[src/rtl/blasp_pkg.sv]
package blasp_pkg;

  // parse phase codes
  localparam logic [1:0] PH_LEN     = 2'd0;
  localparam logic [1:0] PH_TYPE    = 2'd1;
  localparam logic [1:0] PH_PAYLOAD = 2'd2;
  localparam logic [1:0] PH_STOP    = 2'd3;

  // outcome codes
  localparam logic [1:0] OUT_OK        = 2'd0;
  localparam logic [1:0] OUT_MALFORMED = 2'd1;
  localparam logic [1:0] OUT_NONE      = 2'd2;

  localparam logic [7:0]  MFR_TYPE     = 8'hFF;
  localparam logic [3:0]  REC_BYTES    = 4'd9;
  localparam logic [7:0]  STATUS_A     = 8'd8;
  localparam logic [7:0]  STATUS_B     = 8'd6;
  localparam logic [15:0] HUMIDITY_MAX = 16'd10000;
  localparam logic [7:0]  BATTERY_MAX  = 8'd100;

  // record byte positions within the manufacturer payload
  localparam logic [3:0] POS_TEMP_LO = 4'd0;
  localparam logic [3:0] POS_TEMP_HI = 4'd1;
  localparam logic [3:0] POS_HUM_LO  = 4'd2;
  localparam logic [3:0] POS_HUM_HI  = 4'd3;
  localparam logic [3:0] POS_SEL     = 4'd4;
  localparam logic [3:0] POS_BATT    = 4'd7;
  localparam logic [3:0] POS_STATUS  = 4'd8;

  typedef struct packed {
    logic [7:0] adv_byte;
    logic       final_byte;
  } adv_item_t;

  typedef struct packed {
    logic [1:0]         outcome;
    logic               from_probe;
    logic signed [15:0] temperature_hundredths;
    logic [13:0]        humidity_hundredths;
    logic [6:0]         battery_level;
  } result_item_t;

endpackage

[src/rtl/ble_adv_sensor_record_parser_unit.sv]
// Advertisement sensor record parser.
// Input channel adv_valid / adv_stall / adv_item carries one advertisement
// byte per item, with final_byte set on the last byte of the advertisement.
// Output channel result_valid / result_stall / result_item carries one item
// per advertisement: outcome (recognized, malformed, no supported data) and,
// when recognized, probe flag, temperature, humidity and battery.
// A final byte accepted goes into the input register, then the parse step
// moves its result into the result register, waiting while the result
// register is still stalled. Throughput: one byte per cycle, but a final
// byte waits on a stalled result; the parse step is a single short update
// of the structure counter and record captures between two registers.
// Reset (rst, synchronous) empties both registers and returns the parser
// to expecting a length byte. A stalled result holds; non-final bytes keep
// flowing under a stall, and a final byte waits in the input register until
// the result register frees, which then backs up adv_stall.
module ble_adv_sensor_record_parser_unit (
  input  logic                    clk,
  input  logic                    rst,
  input  logic                    adv_valid,
  output logic                    adv_stall,
  input  blasp_pkg::adv_item_t    adv_item,
  output logic                    result_valid,
  input  logic                    result_stall,
  output blasp_pkg::result_item_t result_item
);
  import blasp_pkg::*;

  logic         hold_valid;
  adv_item_t    hold_item;
  logic         out_ready;
  logic         advance;
  logic         take;
  result_item_t step_result;

  // byte in the input register moves on unless it is final and the slot is busy
  assign advance   = hold_valid && (!hold_item.final_byte || out_ready);
  assign adv_stall = hold_valid && !advance;
  assign take      = adv_valid && !adv_stall;

  // input register
  always_ff @(posedge clk) begin
    if (rst) begin
      hold_valid <= 1'b0;
    end else if (take) begin
      hold_valid <= 1'b1;
    end else if (advance) begin
      hold_valid <= 1'b0;
    end
  end

  always_ff @(posedge clk) begin
    if (take) begin
      hold_item <= adv_item;
    end
  end

  blasp_parse u_parse (
    .clk    (clk),
    .rst    (rst),
    .step   (advance),
    .item   (hold_item),
    .result (step_result)
  );

  blasp_out u_out (
    .clk       (clk),
    .rst       (rst),
    .load      (advance && hold_item.final_byte),
    .load_item (step_result),
    .ready     (out_ready),
    .valid     (result_valid),
    .stall     (result_stall),
    .item      (result_item)
  );

endmodule

[src/rtl/blasp_parse.sv]
module blasp_parse (
  input  logic                  clk,
  input  logic                  rst,
  input  logic                  step,
  input  blasp_pkg::adv_item_t  item,
  output blasp_pkg::result_item_t result
);
  import blasp_pkg::*;

  logic [1:0]  phase;
  logic [7:0]  bytes_left;
  logic        is_mfr;
  logic [3:0]  pos;
  logic [15:0] temp_cap;
  logic [15:0] hum_cap;
  logic [7:0]  sel_cap;
  logic [7:0]  batt_cap;
  logic [7:0]  status_cap;
  logic        match_done;

  logic [1:0]  phase_next;
  logic [7:0]  bytes_left_next;
  logic        is_mfr_next;
  logic [3:0]  pos_next;
  logic [15:0] temp_cap_next;
  logic [15:0] hum_cap_next;
  logic [7:0]  sel_cap_next;
  logic [7:0]  batt_cap_next;
  logic [7:0]  status_cap_next;
  logic        match_done_next;
  logic        finish;
  logic        rec_ok;
  logic [7:0]  b;

  assign b = item.adv_byte;

  // record checks, on the captures as they stand after this byte
  assign rec_ok = is_mfr_next && (pos_next >= REC_BYTES) &&
                  ((status_cap_next == STATUS_A) || (status_cap_next == STATUS_B)) &&
                  (sel_cap_next <= 8'd1) &&
                  (hum_cap_next <= HUMIDITY_MAX) &&
                  (batt_cap_next <= BATTERY_MAX);

  // per-byte structure walk
  always_comb begin
    phase_next      = phase;
    bytes_left_next = bytes_left;
    is_mfr_next     = is_mfr;
    pos_next        = pos;
    temp_cap_next   = temp_cap;
    hum_cap_next    = hum_cap;
    sel_cap_next    = sel_cap;
    batt_cap_next   = batt_cap;
    status_cap_next = status_cap;
    finish          = 1'b0;
    unique case (phase)
      PH_LEN: begin
        if (b == 8'd0) begin
          phase_next = PH_STOP;
        end else begin
          bytes_left_next = b;
          phase_next      = PH_TYPE;
        end
      end
      PH_TYPE: begin
        is_mfr_next     = (b == MFR_TYPE);
        pos_next        = 4'd0;
        bytes_left_next = bytes_left - 8'd1;
        if (bytes_left_next == 8'd0) begin
          finish = 1'b1;
        end else begin
          phase_next = PH_PAYLOAD;
        end
      end
      PH_PAYLOAD: begin
        if (pos < REC_BYTES) begin
          unique case (pos)
            POS_TEMP_LO: temp_cap_next[7:0]  = b;
            POS_TEMP_HI: temp_cap_next[15:8] = b;
            POS_HUM_LO:  hum_cap_next[7:0]   = b;
            POS_HUM_HI:  hum_cap_next[15:8]  = b;
            POS_SEL:     sel_cap_next        = b;
            POS_BATT:    batt_cap_next       = b;
            POS_STATUS:  status_cap_next     = b;
            default:     ;
          endcase
          pos_next = pos + 4'd1;
        end
        bytes_left_next = bytes_left - 8'd1;
        if (bytes_left_next == 8'd0) begin
          finish = 1'b1;
        end
      end
      default: ;
    endcase
    match_done_next = match_done;
    if (finish) begin
      if (rec_ok) begin
        match_done_next = 1'b1;
        phase_next      = PH_STOP;
      end else begin
        phase_next = PH_LEN;
      end
    end
  end

  // result for a final byte
  always_comb begin
    result = '0;
    if (match_done_next) begin
      result.outcome                = OUT_OK;
      result.from_probe             = (sel_cap_next == 8'd1);
      result.temperature_hundredths = temp_cap_next;
      result.humidity_hundredths    = hum_cap_next[13:0];
      result.battery_level          = batt_cap_next[6:0];
    end else if ((phase_next == PH_TYPE) || (phase_next == PH_PAYLOAD)) begin
      result.outcome = OUT_MALFORMED;
    end else begin
      result.outcome = OUT_NONE;
    end
  end

  // control state, back to idle after each advertisement
  always_ff @(posedge clk) begin
    if (rst || (step && item.final_byte)) begin
      phase      <= PH_LEN;
      bytes_left <= 8'd0;
      is_mfr     <= 1'b0;
      pos        <= 4'd0;
      match_done <= 1'b0;
    end else if (step) begin
      phase      <= phase_next;
      bytes_left <= bytes_left_next;
      is_mfr     <= is_mfr_next;
      pos        <= pos_next;
      match_done <= match_done_next;
    end
  end

  // record captures
  always_ff @(posedge clk) begin
    if (step) begin
      temp_cap   <= temp_cap_next;
      hum_cap    <= hum_cap_next;
      sel_cap    <= sel_cap_next;
      batt_cap   <= batt_cap_next;
      status_cap <= status_cap_next;
    end
  end

endmodule

[src/rtl/blasp_out.sv]
module blasp_out (
  input  logic                    clk,
  input  logic                    rst,
  input  logic                    load,
  input  blasp_pkg::result_item_t load_item,
  output logic                    ready,
  output logic                    valid,
  input  logic                    stall,
  output blasp_pkg::result_item_t item
);
  import blasp_pkg::*;

  // slot can take a new item when empty or being drained this cycle
  assign ready = !valid || !stall;

  always_ff @(posedge clk) begin
    if (rst) begin
      valid <= 1'b0;
    end else if (load) begin
      valid <= 1'b1;
    end else if (!stall) begin
      valid <= 1'b0;
    end
  end

  always_ff @(posedge clk) begin
    if (load) begin
      item <= load_item;
    end
  end

endmodule

[config.mk]
export PLATFORM = sky130hd
export DESIGN_NAME = ble_adv_sensor_record_parser_unit
export DESIGN_NICKNAME = d
export VERILOG_FILES = /design/src/rtl/blasp_pkg.sv /design/src/rtl/ble_adv_sensor_record_parser_unit.sv /design/src/rtl/blasp_parse.sv /design/src/rtl/blasp_out.sv
export SDC_FILE = /design/constraint.sdc
export NUM_CORES = 1
export LEC_CHECK = 0
export BUFFER_PORTS_ARGS = -buffer_cell sky130_fd_sc_hd__buf_2
export CAP_MARGIN = 20
export CORE_MARGIN = 3
export CORE_UTILIZATION = 41
export CTS_BUF_LIST = sky130_fd_sc_hd__clkbuf_4 sky130_fd_sc_hd__clkbuf_8 sky130_fd_sc_hd__clkbuf_16
export DETAILED_ROUTE_END_ITERATION = 7
export PLACE_DENSITY = 0.69
export SYNTH_ARGS = -nofsm -noshare
export SYNTH_HDL_FRONTEND = slang
export SYNTH_SLANG_ARGS = --single-unit
[constraint.sdc]
create_clock -name clk -period 3.4 [get_ports clk]
set_input_delay 0.34 -clock clk [delete_from_list [all_inputs] [get_ports clk]]
set_output_delay 0.34 -clock clk [all_outputs]
set_load 0.02 [all_outputs]
Word level (Yosys, flattened, before mapping)
Cells that the tools add are included.
{"block": "word_totals", "register_bits": 123, "elab_cells": 105, "romBits": 0, "inputBits": 13, "out_inout_bits": 42, "mem_bits_rw": 0, "memories": 0, "latch_bits": 0}
{"block": "op_classes", "mux": 36, "bitwise": 0, "shift": 0, "addsub": 2, "div_mod_pow": 0, "eq_ne": 16, "magnitude_cmp": 5, "n_reduce_logical": 27, "multipliers": 0}
{"cell": "two-way mux 8 bit", "count": 14}
{"cell": "two-way mux 16 bit", "count": 4}
{"cell": "less-or-equal comparator 16 x 14 -> 1 bit (second input constant)", "count": 1}
{"cell": "logical NOT 8 bit", "count": 2}
{"cell": "case mux 8 bit (2 select lines)", "count": 1}
{"cell": "two-way mux 2 bit", "count": 5}
{"cell": "logical AND 1 bit", "count": 9}
{"cell": "two-way mux 1 bit", "count": 9}
{"cell": "equality test 4 x 2 -> 1 bit (second input constant)", "count": 2}
{"cell": "equality test 4 x 3 -> 1 bit (second input constant)", "count": 2}
{"cell": "equality test 8 x 1 -> 1 bit (second input constant)", "count": 1}
{"cell": "equality test 8 x 3 -> 1 bit (second input constant)", "count": 1}
{"cell": "equality test 8 x 4 -> 1 bit (second input constant)", "count": 1}
{"cell": "equality test 8 bit (second input constant)", "count": 1}
{"cell": "less-or-equal comparator 8 x 1 -> 1 bit (second input constant)", "count": 1}
{"cell": "less-or-equal comparator 8 x 7 -> 1 bit (second input constant)", "count": 1}
{"cell": "case mux 4 bit (2 select lines)", "count": 1}
{"cell": "subtractor 8 x 1 -> 8 bit (second input constant)", "count": 1}
{"cell": "logical NOT 1 bit", "count": 5}
{"cell": "logical OR 1 bit", "count": 5}
{"cell": "adder 4 x 1 -> 4 bit (second input constant)", "count": 1}
{"cell": "equality test 2 x 1 -> 1 bit (second input constant)", "count": 2}
{"cell": "equality test 2 bit (second input constant)", "count": 2}
{"cell": "equality test 4 x 1 -> 1 bit (second input constant)", "count": 1}
{"cell": "other kinds (12)", "count": 13}

Longest topological paths before layout
{"block": "depth", "ltp_word": 15, "ltp_mapped": 12, "depth_no_buf": 8}

Cells and area by module
From an unflattened synthesis, not the netlist that was laid out.
{"block": "hier_totals", "cells_unflattened": 536, "area_unflattened_um2": 6164.7}
{"mod": "blasp_parse", "seq_area_each_um2": 2001.9, "instances": 1, "area_per_inst_um2": 4591.9, "cells_each": 474}
{"mod": "blasp_out", "seq_area_each_um2": 1221.2, "instances": 1, "area_per_inst_um2": 1233.7, "cells_each": 44}
{"mod": "ble_adv_sensor_record_parser_unit", "seq_area_each_um2": 290.3, "instances": 1, "area_per_inst_um2": 339.1, "cells_each": 18}

Least setup slack after synthesis
Ideal clock, no wire load.
{"block": "synth_path", "path_kind": "register to register", "from": "reg hold_item[0] (netlist name)", "to": "reg u_parse.phase[1]", "path_stages_with_launch": 6, "path_buffers": 1, "required_ns": 3.270, "t_arrival_ns": 2.974, "path_slack_ns": 0.296, "setup_time_ns": 0.130, "synth_period_minus_slack_ns": 3.104, "cell_sequence": "edfxtp_1 a31oi_1 clkbuf_1 nor2_1 a221oi_1 o31ai_1"}
{"block": "synth_between", "elab_chain_len": 5}
{"item": "start: declaration", "line_no": "ble_adv_sensor_record_parser_unit.sv:29", "source": "adv_item_t hold_item;"}
{"item": "start signal: assignment", "line_no": "ble_adv_sensor_record_parser_unit.sv:53", "source": "hold_item <= adv_item;"}
{"item": "logical NOT 1 bit *", "line_no": "ble_adv_sensor_record_parser_unit.sv:36", "source": "assign advance = hold_valid && (!hold_item.final_byte || out_ready);"}
{"item": "logical OR 1 bit *", "line_no": "ble_adv_sensor_record_parser_unit.sv:36"}
{"item": "logical AND 1 bit *", "line_no": "ble_adv_sensor_record_parser_unit.sv:36"}
{"item": "net advance", "line_no": "ble_adv_sensor_record_parser_unit.sv:31", "source": "logic advance;"}
{"item": "logical AND 1 bit", "line_no": "blasp_parse.sv:125", "source": "if (rst || (step && item.final_byte)) begin"}
{"item": "logical OR 1 bit", "line_no": "blasp_parse.sv:125"}
{"item": "end signal: assignment", "line_no": "blasp_parse.sv:132", "source": "phase <= phase_next;"}
{"item": "end: declaration", "line_no": "blasp_parse.sv:10", "source": "logic [1:0] phase;"}
The timed path passes the listed nets; every way through them passes the cells marked *.
A chain may end at the register's enable or synchronous reset.

Worst setup path after layout
{"block": "layout_path", "from": "reg u_parse.bytes_left[0]", "to": "reg u_out.item[11] (netlist name) (data pin)"}
{"block": "layout_between", "elab_chain_len": 5}
{"item": "start: declaration", "line_no": "blasp_parse.sv:11", "source": "logic [7:0] bytes_left;"}
{"item": "start signal: assignment", "line_no": "blasp_parse.sv:133", "source": "bytes_left <= bytes_left_next;"}
{"item": "subtractor 8 x 1 -> 8 bit", "line_no": "blasp_parse.sv:68, blasp_parse.sv:89"}
{"item": "logical NOT 8 bit", "line_no": "blasp_parse.sv:69, blasp_parse.sv:90"}
{"item": "two-way mux 1 bit", "line_no": "blasp_parse.sv:69, blasp_parse.sv:90"}
{"item": "two-way mux 1 bit"}
{"item": "two-way mux 1 bit", "line_no": "blasp_parse.sv:97", "source": "if (finish) begin"}
{"item": "end signal: assignment", "line_no": "blasp_out.sv:28", "source": "item <= load_item;"}
{"item": "end: declaration", "line_no": "blasp_out.sv:9", "source": "output blasp_pkg::result_item_t item"}
Every way passes these cells.

==> impl_results.md <==
* Result of the run: finished, final reports clean
* Htree depth at 4
* Global-route wire length before repair at 21200 um
* Cells after synthesis at ~500
* Most numerous cell in the Yosys netlist: sky130_fd_sc_hd__edfxtp_1
* Width of the chip at about 130 um
* Average vias per placed instance at 5.49
* Later-pin clock latency in the skew report at between 0.4 and 0.5 ns
* RSZ-0062 raised after global routing: no
* Tcrit/Tclk final at 0.915
* Yosys warns at 0
* Number of global-route vias before repair at 4014
* Reported max-cap violation count at 0
* Initial antenna violation count at 0
* Crit path capture type: flip-flop
* Number of synthesized flops with an enable pin at ~110
* Beginning of the worst hold path: adv_item[2]
* Ratio of cells with drive above 1 in the final layout at 0.243
* Total number of nets in the final design at 584
* Fraction of the mapped netlist area in simple logic gates at 0.136
* Clk sinks at between 100 and 150
* Aggregate routed wire length at around 13000 um
* Compound-gate portion of the synthesized area at 0.0821
* Top cell types by occurrence after synthesis: sky130_fd_sc_hd__edfxtp_1 (105), sky130_fd_sc_hd__inv_1 (52), sky130_fd_sc_hd__nor2_1 (48)
* Worst min-delay path class: in -> reg
* Routed wire per std cell at around 18 um
* Total I/O pin count at 55
* Number of antenna diodes at 0
* Most used flip-flop cell after synthesis: sky130_fd_sc_hd__edfxtp_1
* Main combinational cell family by area after synthesis: simple AND/OR/NAND/NOR gates
* Count of cells resized by post-cts repair at 0
* Share of Yosys cell area claimed by the top area cell type at 0.542
* Origin of the worst setup path: u_parse.bytes_left[0]
* Final clock skew at 0.0164 ns
* Final Wtd Congestion at 0.893
* Count of standard-cell rows at 42
* Final hold violations at 0
* Final routed DRC violation total at 0
* Max Freq at about 320 MHz
* Core Region at around 14000 um2
* Post-CTS Repair Setup Buffers at 0
* Avg Synthesized Cell Area at around 12 um2
* Mux share of post-synthesis cell area at 0.0998
* Critical Path Source Type: flip-flop
* Cell taking the most area after synthesis: sky130_fd_sc_hd__edfxtp_1
* Biggest area contributors in the synthesized netlist: sky130_fd_sc_hd__edfxtp_1 (54%), sky130_fd_sc_hd__mux2i_1 (6.9%), sky130_fd_sc_hd__dfxtp_1 (6.2%)
* Overall global routing resource usage at 0.170
* Chip Height at around 130 um
* Relative area change from synthesis to final layout at 20.3%
* Transition time of the tightest slew-check pin at just under 1 ns
* Number of nets with antenna violations after detailed routing at 0
* Hold-fix buffers at CTS at 0
* Total power after layout at about 3.8 mW
* Crit path max fanout at 19
* Launch instance of the worst register-to-register path: u_parse.bytes_left[0]
* Maximum number of pins on one net before global-route repair at between 60 and 70
* Setup CP Type: reg -> reg
* Number of buffers created by CTS at 17
* Die area at about 16000 um2
* Violation count after the first detailed-route iteration at 446
* Starting utilization of the core area at 0.429
* Post-synth ARST share at 0
* Length of the first detailed-routing pass in iterations at 5
* Reg-to-reg slack, setup at between 0.2 and 0.3 ns
* Detailed-route via count at 4110
* Synth Area in Adders at 0.0215
* Quantity of I/O buffers inserted on ports at 54
* Req. time, crit path at 3.66 ns
* Sum of negative setup slack at 0 ns
* Clock-pin transition on the worst setup and hold timing paths at ~0.060 ns
* Synthesized flop and latch total at 123
* Max-Slew Margin vs Limit at 0.356
* PD cells at ~540 nW/um2
* Nets in the synthesized netlist at a little over 500
* Fraction of the yosys area taken by sequential cells at 0.604
* Time the final worst path needs with I/O delays and setup at between 3 and 4 ns
* Reported leakage power at between 2 and 3 nW
* Maximum count of clock buffers along a single path at 2
* Total congestion overflow at 0
* Final HPWL from detailed placement at about 8700 um
* Post-synth cell types at 53
* Worst VDD drop at approximately 0.36 mV
* Netlist area before placement at a little under 6000 um2
* TritonCTS clock tree: built
* Final Max Slew Viols at 0
* CTS root buf: sky130_fd_sc_hd__clkbuf_16
* Crit path DAT at about 3.4 ns
* Setup violations, final at 0
* Post-synthesis share of cell area spent on xor and xnor gates at 0.00301
[logic make-up after synthesis]
kind of cell               count (synthesis)
and+or+nand+nor                          149
DFF                                      123
buffers and inverters                     80
AOI/OAI and AO/OA                         75
muxes                                     56
adders and majority gates                 10
xor gates and xnor gates                   2
[layout by cell type (no fill, tap or decap), types with 5 or more instances in the layout]
cell | netlist | final
sky130_fd_sc_hd__buf_4 | 0 | 20
sky130_fd_sc_hd__nor2b_1 | 5 | 5
sky130_fd_sc_hd__nor3_1 | 6 | 6
sky130_fd_sc_hd__dfxtp_1 | 18 | 18
sky130_fd_sc_hd__o21ai_0 | 18 | 18
sky130_fd_sc_hd__nor4_1 | 9 | 9
sky130_fd_sc_hd__nor2_1 | 48 | 48
sky130_fd_sc_hd__a21oi_1 | 20 | 20
sky130_fd_sc_hd__inv_1 | 52 | 52
sky130_fd_sc_hd__a31oi_1 | 6 | 5
sky130_fd_sc_hd__edfxtp_1 | 105 | 105
sky130_fd_sc_hd__nand4_1 | 6 | 6
sky130_fd_sc_hd__nand3_1 | 6 | 6
sky130_fd_sc_hd__buf_2 | 3 | 54
sky130_fd_sc_hd__mux2i_1 | 40 | 40
sky130_fd_sc_hd__ha_1 | 10 | 10
sky130_fd_sc_hd__mux2_2 | 16 | 16
sky130_fd_sc_hd__clkbuf_16 | 0 | 17
sky130_fd_sc_hd__nor2_2 | 10 | 10
sky130_fd_sc_hd__nand2_1 | 27 | 27
[metal layers]
layer	part of all wire	GRT usage	vias up
li1	-	-	1924
met1	0.45	0.229	2007
met2	0.47	0.271	161
met3	0.064	0.0439	18
met4	0.014	0.0555	0
met5	0	0	-
[path summary, 6_finish.rpt]
kind / end / depth (start not counted)
setup reg to reg: u_out.item[11] / 9
hold / removal: hold_item[2] / 1
setup / recovery: u_out.item[11] / 9
hold reg to reg: u_parse.bytes_left[1] / 2
[sequential cells by signal, summed over array words and instances (netlist names)]
name / flops
u_parse.hum_cap: 16
u_out.item: 40
hold_item: 9
u_parse.temp_cap: 16
u_parse.phase: 2
hold_valid: 1
u_out.valid: 1
u_parse.pos: 4
u_parse.bytes_left: 8
u_parse.match_done: 1
u_parse.sel_cap: 8
u_parse.batt_cap: 8
u_parse.status_cap: 8
u_parse.is_mfr: 1
[critical path: stages (launching register included)]
cell and delay [ns]:
sky130_fd_sc_hd__dfxtp_1 0.33, sky130_fd_sc_hd__inv_1 0.09, sky130_fd_sc_hd__ha_1 0.22, sky130_fd_sc_hd__or3b_1 0.42, sky130_fd_sc_hd__o31a_1 0.30, sky130_fd_sc_hd__nor4b_4 0.44
sky130_fd_sc_hd__nand4_1 0.15, sky130_fd_sc_hd__o41a_2 0.61, sky130_fd_sc_hd__buf_4 0.25, sky130_fd_sc_hd__nor2_1 0.12
[where the power goes]
group / total (mW) / internal (mW) / switching (mW) / leakage [nW]
Clock: 1.82 / 1.15 / 0.668 / 0.287
Combinational: 0.226 / 0.0783 / 0.148 / 1.24
Sequential: 1.73 / 1.69 / 0.0343 / 1.14
[per-stage QoR]
step                       util  instances  hold slack (ns)  area (um2)  worst slack [ns]
after floorplan               -        495            0.409        5820             0.296
after global placement    0.472        718            0.459        6390             0.424
after detailed placement  0.472        718            0.489        6390             0.250
after CTS                 0.516        749           0.0980        6990             0.226
after global routing      0.516        749           0.0955        7000            0.0716
final                     0.516        749            0.111        7000             0.288
[area by class of cell]
class / count / area, um2
inverters: 52 / 195
repair buffers: 75 / 440
multi-input cells: 292 / 2030
fillers: 1182 / 6560
clock inverters: 14 / 171
clock buffers: 17 / 425
flip-flops and latches: 123 / 3510
well taps: 176 / 220
Note: power is estimated with default switching activity, not from simulation.
